### config.mk
export PLATFORM = sky130hd
export DESIGN_NAME = length_prefixed_frame_deframer
export DESIGN_NICKNAME = d
export VERILOG_FILES = /design/src/design/dfr_pkg.sv /design/src/design/dfr_core.sv /design/src/design/dfr_out.sv /design/src/design/length_prefixed_frame_deframer.sv
export SDC_FILE = /design/constraint.sdc
export NUM_CORES = 1
export LEC_CHECK = 0
export BUFFER_PORTS_ARGS = -buffer_cell sky130_fd_sc_hd__buf_2
export CAP_MARGIN = 25
export CORE_MARGIN = 2
export CORE_UTILIZATION = 24
export CTS_BUF_LIST = sky130_fd_sc_hd__clkbuf_4 sky130_fd_sc_hd__clkbuf_8
export DETAILED_ROUTE_END_ITERATION = 8
export SYNTH_ARGS = -nofsm -noshare
export SYNTH_HDL_FRONTEND = slang
export SYNTH_HIERARCHICAL = 1
export SYNTH_SLANG_ARGS = --single-unit
### constraint.sdc
create_clock -name clk -period 3.1 [get_ports clk]
set_input_delay 0.31 -clock clk [delete_from_list [all_inputs] [get_ports clk]]
set_output_delay 0.31 -clock clk [all_outputs]
set_load 0.01 [all_outputs]
### src/design/dfr_pkg.sv
`timescale 1ns / 1ps
`default_nettype none

package dfr_pkg;

    localparam logic [7:0] CHAR_HASH = 8'h23;
    localparam logic [7:0] CHAR_BANG = 8'h21;
    localparam logic [7:0] CHAR_STAR = 8'h2A;
    localparam logic [7:0] CHAR_AMP  = 8'h26;

    localparam logic KIND_PAYLOAD = 1'b0;
    localparam logic KIND_FRAME   = 1'b1;

    typedef struct packed {
        logic        kind;
        logic [7:0]  payload_byte;
        logic [15:0] byte_index;
        logic        last_payload;
        logic [15:0] frame_length;
        logic [7:0]  check_byte;
    } result_t;

endpackage

`default_nettype wire

### src/design/dfr_core.sv
`timescale 1ns / 1ps
`default_nettype none

module dfr_core (
    input  wire logic            clk,
    input  wire logic            rst_n,
    input  wire logic            accept,
    input  wire logic [7:0]      rx_byte,
    output dfr_pkg::result_t     result,
    output logic                 result_valid
);

    typedef enum logic [2:0] {
        PH_IDLE,
        PH_BANG,
        PH_LEN_HI,
        PH_LEN_LO,
        PH_PAYLOAD,
        PH_STAR,
        PH_CHECK,
        PH_AMP
    } phase_t;

    phase_t      phase_reg;
    phase_t      phase_next;
    logic [15:0] length_reg;
    logic [15:0] length_next;
    logic [15:0] position_reg;
    logic [15:0] position_next;
    logic [7:0]  check_reg;
    logic [7:0]  check_next;
    logic        is_last;
    logic [15:0] length_full;

    assign is_last     = position_reg >= (length_reg - 16'd1);
    assign length_full = {length_reg[15:8], rx_byte};

    always_comb
    begin
        phase_next    = phase_reg;
        length_next   = length_reg;
        position_next = position_reg;
        check_next    = check_reg;
        result_valid  = 1'b0;
        result        = '0;
        case (phase_reg)
            PH_IDLE:
            begin
                if (rx_byte == dfr_pkg::CHAR_HASH)
                begin
                    phase_next = PH_BANG;
                end
            end
            PH_BANG:
            begin
                if (rx_byte == dfr_pkg::CHAR_BANG)
                begin
                    phase_next = PH_LEN_HI;
                end
            end
            PH_LEN_HI:
            begin
                length_next = {rx_byte, 8'h00};
                phase_next  = PH_LEN_LO;
            end
            PH_LEN_LO:
            begin
                length_next   = length_full;
                position_next = '0;
                phase_next    = (length_full == 16'd0) ? PH_STAR : PH_PAYLOAD;
            end
            PH_PAYLOAD:
            begin
                result_valid        = accept;
                result.kind         = dfr_pkg::KIND_PAYLOAD;
                result.payload_byte = rx_byte;
                result.byte_index   = position_reg;
                result.last_payload = is_last;
                result.frame_length = length_reg;
                if (is_last)
                begin
                    position_next = '0;
                    phase_next    = PH_STAR;
                end
                else
                begin
                    position_next = position_reg + 16'd1;
                end
            end
            PH_STAR:
            begin
                if (rx_byte == dfr_pkg::CHAR_STAR)
                begin
                    phase_next = PH_CHECK;
                end
            end
            PH_CHECK:
            begin
                check_next = rx_byte;
                phase_next = PH_AMP;
            end
            PH_AMP:
            begin
                if (rx_byte == dfr_pkg::CHAR_AMP)
                begin
                    result_valid        = accept;
                    result.kind         = dfr_pkg::KIND_FRAME;
                    result.frame_length = length_reg;
                    result.check_byte   = check_reg;
                    phase_next          = PH_IDLE;
                end
            end
            default:
            begin
                phase_next = PH_IDLE;
            end
        endcase
    end

    always_ff @(posedge clk or negedge rst_n)
    begin
        if (!rst_n)
        begin
            phase_reg    <= PH_IDLE;
            length_reg   <= '0;
            position_reg <= '0;
            check_reg    <= '0;
        end
        else if (accept)
        begin
            phase_reg    <= phase_next;
            length_reg   <= length_next;
            position_reg <= position_next;
            check_reg    <= check_next;
        end
    end

endmodule

`default_nettype wire

### src/design/dfr_out.sv
`timescale 1ns / 1ps
`default_nettype none

module dfr_out (
    input  wire logic            clk,
    input  wire logic            rst_n,
    input  wire logic            push,
    input  wire dfr_pkg::result_t push_data,
    output logic                 push_ready,
    output logic                 out_valid,
    input  wire logic            out_ready,
    output dfr_pkg::result_t     out_data
);

    logic             main_valid_reg;
    logic             main_valid_next;
    logic             skid_valid_reg;
    logic             skid_valid_next;
    dfr_pkg::result_t main_reg;
    dfr_pkg::result_t main_next;
    dfr_pkg::result_t skid_reg;
    dfr_pkg::result_t skid_next;
    logic             pop;

    assign push_ready = !skid_valid_reg;
    assign out_valid  = main_valid_reg;
    assign out_data   = main_reg;
    assign pop        = main_valid_reg && out_ready;

    always_comb
    begin
        main_valid_next = main_valid_reg;
        skid_valid_next = skid_valid_reg;
        main_next       = main_reg;
        skid_next       = skid_reg;
        if (skid_valid_reg)
        begin
            if (pop)
            begin
                main_next       = skid_reg;
                skid_valid_next = 1'b0;
            end
        end
        else if (push)
        begin
            if (!main_valid_reg || pop)
            begin
                main_next       = push_data;
                main_valid_next = 1'b1;
            end
            else
            begin
                skid_next       = push_data;
                skid_valid_next = 1'b1;
            end
        end
        else if (pop)
        begin
            main_valid_next = 1'b0;
        end
    end

    always_ff @(posedge clk or negedge rst_n)
    begin
        if (!rst_n)
        begin
            main_valid_reg <= 1'b0;
            skid_valid_reg <= 1'b0;
        end
        else
        begin
            main_valid_reg <= main_valid_next;
            skid_valid_reg <= skid_valid_next;
        end
    end

    always_ff @(posedge clk)
    begin
        main_reg <= main_next;
        skid_reg <= skid_next;
    end

endmodule

`default_nettype wire

### src/design/length_prefixed_frame_deframer.sv
`timescale 1ns / 1ps
`default_nettype none
// A result enters the output stage (result register, or skid while that is full) when its byte is transferred.
// Throughput: one byte per cycle while in_ready is high; the frame state updates once per accepted byte.
// A two-entry output stage (result register plus skid) lets input run while output stalls, until both are full.
// Reset: rst_n asynchronous, active low; clears the frame phase to awaiting the hash
// and empties the output stage.

module length_prefixed_frame_deframer (
    input  wire logic        clk,
    input  wire logic        rst_n,
    input  wire logic        in_valid,
    output logic             in_ready,
    input  wire logic [7:0]  rx_byte,
    output logic             out_valid,
    input  wire logic        out_ready,
    output logic             result_kind,
    output logic [7:0]       payload_byte,
    output logic [15:0]      byte_index,
    output logic             last_payload,
    output logic [15:0]      frame_length,
    output logic [7:0]       check_byte
);

    logic             accept;
    logic             result_valid;
    dfr_pkg::result_t result;
    dfr_pkg::result_t out_data;

    assign accept = in_valid && in_ready;

    dfr_core u_core (
        .clk          (clk),
        .rst_n        (rst_n),
        .accept       (accept),
        .rx_byte      (rx_byte),
        .result       (result),
        .result_valid (result_valid)
    );

    dfr_out u_out (
        .clk        (clk),
        .rst_n      (rst_n),
        .push       (result_valid),
        .push_data  (result),
        .push_ready (in_ready),
        .out_valid  (out_valid),
        .out_ready  (out_ready),
        .out_data   (out_data)
    );

    assign result_kind  = out_data.kind;
    assign payload_byte = out_data.payload_byte;
    assign byte_index   = out_data.byte_index;
    assign last_payload = out_data.last_payload;
    assign frame_length = out_data.frame_length;
    assign check_byte   = out_data.check_byte;

endmodule

`default_nettype wire
---- Word-level counts from Yosys, hierarchy flattened ----
Cells that the tools add are included.
cells by class
  add/subtract/negate cells ............... 2
  magnitude comparators ................... 1
  equality and inequality tests ........... 18
  muxes and demuxes ....................... 29
  bitwise gates (word level) .............. 3
  reduce and logical (&&, ||, !) cells .... 20
operators with widths
  kind                   number
  $mux 50                4
  $pmux 16 s2            3
  $eq 8x6->1 const B     4
  $mux 25                1
  $mux 24                1
  $pmux 3 s8             1
  $add 16x1->16 const B  1
  $ge 16x16->1           1
  $logic_not 16->1       1
  $mux 16                1
  $sub 16x1->16 const B  1
  $mux 3                 5
  $eq 3x3->1 const B     4
  $ne 2x1->1 const B     6
  $reduce_and 3->1       4
  $mux 1                 11
  $reduce_bool 2->1      5
  $mux 8                 1
  $eq 3x2->1 const B     2
  $reduce_and 2->1       3
  $reduce_and 6->1       1
  $eq 3x1->1 const B     1
  $logic_not 3->1        1
  $not 1->1              3
  5 further kinds        7
word-level totals
  flip-flop bits (word level) ............. 145
  input bits .............................. 12
  output and inout port bits .............. 52
  logic and storage cells ................. 92

---- Logic depth before layout (Yosys ltp) ----
  word-level depth ........................ 6
  gate-level depth with buffers ........... 15
  gate-level depth less buffers ........... 14

---- By module ----
Netlist, hierarchy kept.
by module, submodules not included
  module                          instances  cells an instance  area each (sq um)  sequential area each (sq um)
  dfr_out                         1          167                3867.5             3052.9
  dfr_core                        1          313                2975.4             1076.0
  length_prefixed_frame_deframer  1          1                  6.3                0.0

---- Worst setup path before layout ----
OpenSTA, ideal clock, no wires.
  path kind ............................... register to register
  from .................................... register u_core.phase_reg[0]
  to ...................................... register u_out.main_reg (netlist bit u_out/out_data[0]) (enable)
  library setup time ...................... 0.411 ns
  arrival time ............................ 2.822 ns
  data required time ...................... 2.689 ns
  path slack .............................. -0.134 ns
  stages on the path, launching flop included .. 10
  buffers on the path ..................... 3
  clock period less this slack ............ 3.234 ns
  cells stage by stage .................... dfrtp_1 ha_1 clkbuf_2 nor2b_1 and4_1 buf_2 a21oi_2 clkbuf_1 nor2_1 o22a_1
on the way
  longest elaborated chain between the ends .. 4
  elaborated cells between the ends (all ways) .. 5
  classes of those cells .................. 2 x eq/ne; 1 x mux; 2 x reduce/logical
RTL lines
  what                           RTL line                              RTL
  start, declared                dfr_core.sv:24                        phase_t phase_reg;
  start signal, assigned         dfr_core.sv:131                       phase_reg <= phase_next;
  $eq 3x3->1                     dfr_core.sv:46                        case (phase_reg)
  $pmux 1 s2 *                   dfr_core.sv:46
  named net result_valid         length_prefixed_frame_deframer.sv:26  logic result_valid;
  $reduce_bool 2->1 (no line) *  n/a
  $reduce_and 3->1 (no line) *   n/a
  end signal, assigned           dfr_out.sv:79                         main_reg <= main_next;
  end, declared                  dfr_out.sv:19                         dfr_pkg::result_t main_reg;
The timed path passes the listed nets; every way through them passes the cells marked *.
A chain may end at the register's enable or synchronous reset.

---- Worst setup path after layout ----
  from .................................... register u_core.length_reg[0]
  to ...................................... register u_core.phase_reg[0]
on the way
  longest elaborated chain between the ends .. 4
RTL lines
  what                        RTL line         RTL
  start, declared             dfr_core.sv:26   logic [15:0] length_reg;
  start signal, assigned      dfr_core.sv:132  length_reg <= length_next;
  $sub 16x1->16               dfr_core.sv:35   assign is_last = position_reg >= (length_reg - 16'd1);
  $ge 16x16->1                dfr_core.sv:35
  $ne 2x1->1 (no line)        n/a
  $reduce_and 6->1 (no line)  n/a
No other way between the ends.

==> impl_metrics.tcl <==
set metrics [dict create \
    outcome "finished, final reports clean" \
    slew_violations 0 \
    pwr-share-clk_pct 22.5 \
    clockBufferDepth 2 \
    min-delay-start "out_ready" \
    tns_ns 0 \
    cts_tree "done" \
    syn-num-nets 515 \
    hold_path.class "in2reg" \
    crit_family "simple AND/OR/NAND/NOR gates" \
    worst_pin_slew_ns 0.906 \
    netlist_area_um2 6850 \
    synth_ff_type "edfxtp_1" \
    reg2reg_setup_slack_ns 0.08 \
    stdcell_area_um2 8310 \
    async_flop_share_pct 31.0 \
    cts_max_level 4 \
    wl_per_cell_um 15.4 \
    total_power_mw 6.63 \
    cp_common_cell "nand2_2" \
    r2r-start "u_core/length_reg[0]" \
    switching_share_pct 34.0 \
    place_area_um2 7700 \
    clkTransAtPathRegs_ns 0.09 \
    initial_utilization_pct 24.5 \
    period_share_pct 97.4 \
    internal-power_mw 4.38 \
    utilization_pct 29.7 \
    pin_count 64 \
    die_h_um 173 \
    hpwl_mm 10.2 \
    ir_drop_mv 0.283 \
    routed_wirelength_mm 14.8 \
    cp_max_fo 4 \
    seq_area_frac_synth_pct 60.3 \
    avgSynthCellArea_um2 14.2 \
    clock-sinks 145 \
    leakage_nw 3.30 \
    numCtsBuffers 17 \
    fmax_mhz 331 \
    endpoint_kind "flip-flop" \
    dieArea_um2 29900 \
    clk_latency_ns 0.44 \
    synth_top_cell_area_share_pct 43.8 \
    synth-edff-count 100 \
    startpoint_type "flip-flop" \
    critPathKind "reg2reg" \
    relSlewSlack_pct 39.6 \
    fin_nets 605 \
    hold_viol_final 0 \
    final_common_cell "edfxtp_1" \
    grt-ovfl-total 0 \
    fin_cells 962 \
    grt_pass1_vias 4277 \
    grt_start_max_net_pins 56 \
    yosysTopAreaCell "edfxtp_1" \
    hold_slack_ns 0.197 \
    portBuffers 63 \
    worstPathRequired_ns 3.42 \
    arrival_ns 3.34 \
    grt_use_total_pct 10.3 \
    vias 4097 \
    grt_pass1_wl_mm 23.9 \
    syn_inst 481 \
    sequentialPowerShare_pct 41.8 \
    setup_ws_ns 0.0806 \
    ys_seq_elements 145 \
    die_w_um 173 \
    drtIter0Drc 198 \
    finalSetupViolCount 0 \
    clock-root-buffer "clkbuf_8" \
    crit_start "u_core/length_reg[0]" \
    crit_slowest_cell "dfrtp_1" \
    power.switching_mw 2.26 \
    rows 61 \
    pwr_density_cell_nw_per_um2 799 \
    ys_types 55 \
    drc 0 \
    cp_cell_sequence "inv_2, ha_4, nand2_2, nor4_4, nand2_1, nor4_2, xnor2_1, ha_1, nand4_1, nor3_2, o311ai_2, nand3_2, nand2_2, mux2_4" \
    antenna_cells 0 \
    clock_skew_ns 0.0139 \
    gp_congestion 0.812 \
    finalWorstPathRequiredPeriod_ns 3.02 \
    critPathMaxStageDelay_ns 0.41 \
    dp.cells 924 \
    synth_area_leaders "edfxtp_1, dfrtp_1, mux2_4, mux2_2, ha_1" \
    crit_buf_inv 1 \
    drv_cap 0 \
    via_per_inst 4.26 \
    mostFrequentLayoutCells "edfxtp_1, buf_2, dfrtp_1" \
    postRouteAntennaNets 0 \
    pre_cts_ws_ns -0.0332 \
    drtPass1Iterations 4 \
    drive_above_1_share_pct 38.7 \
    share_comb_of_total_power_pct 35.7 \
    grt_antenna_before_repair 0 \
    syn_to_final_growth_pct 21.3 \
    fp.coreArea_um2 27900 \
    rsz0062_at_grt "yes" \
    ys_warn_count 6 \
]
==> synthesized netlist by cell type, types with 2 or more instances <==
cell / number
nor3b_1: 2
nor3_1: 7
a22o_1: 9
and3_1: 25
ha_1: 22
nand4_1: 7
xor2_1: 14
and4_1: 3
edfxtp_1: 100
inv_1: 9
buf_6: 7
buf_2: 2
xnor2_1: 13
a31oi_1: 2
nand3_1: 6
clkbuf_1: 7
mux2_2: 32
nand2_1: 21
mux2_1: 2
a21oi_1: 8
and4b_1: 2
nor2_1: 33
o21ai_0: 5
nor4_1: 5
nor2b_1: 19
and2_1: 11
nor4_2: 2
dfrtp_1: 45
mux2_4: 35
==> timing repair <==
action | 4_1_cts | 5_1_grt
resized for setup | 1 | 35
hold endpoints to repair | 0 | 15
setup endpoints to repair | 15 | 20
buffers inserted | 2 | 2
pin swaps | 0 | 23
hold buffers | 0 | 1
==> metal layers <==
layer | GRT usage, % | part of all wire, %
met4 | 3.81 | 2.2
met1 | 12.8 | 45
met3 | 3.56 | 4.9
met5 | 0 | 0
met2 | 16.5 | 48
==> power by group through the flow <==
stage | registers, mW | logic [mW] | clock network (mW)
2_1_floorplan | 2.87 | 1.47 | 0
3_3_place_gp | 2.79 | 2.24 | 0
3_5_place_dp | 2.79 | 2.26 | 0
4_1_cts | 2.76 | 2.29 | 1.55
5_1_grt | 2.82 | 2.63 | 1.64
6_report | 2.77 | 2.37 | 1.49
==> kinds of logic (layout without fill, tap and decap cells) <==
family / Yosys count / in the layout / synth area share (%)
xor+xnor: 27 / 27 / 3.45
flops: 145 / 145 / 60.3
mux: 70 / 70 / 13.4
compound gates: 36 / 36 / 3.85
simple gates: 153 / 153 / 12.6
buf+inv: 28 / 131 / 2.41
fa+ha+maj: 22 / 22 / 4.02
==> final timing paths <==
check / to / cells past startpoint
hold / removal: u_out/out_valid / 3
min in group asynchronous: u_core/position_reg[5] / 2
hold reg to reg: u_core/check_reg[0] / 1
setup / recovery: u_core/phase_reg[0] / 14
setup reg to reg: u_core/phase_reg[0] / 14
max in group asynchronous: u_core/check_reg[6] / 3
==> worst min-delay path, cell delays in order <==
cell and delay [ns]:
buf_2 0.12, nand2b_1 0.06, a22o_1 0.11
==> area by class of cell <==
type | instances | area (µm²)
Timing Repair Buffer | 89 | 574
Tap cell | 378 | 473
Sequential cell | 145 | 4130
Inverter | 10 | 37.5
Clock buffer | 19 | 249
Fill cell | 2873 | 19600
Multi-Input combinational cell | 308 | 2690
Clock inverter | 13 | 150
No activity file was read; power rests on OpenSTA's default activity.
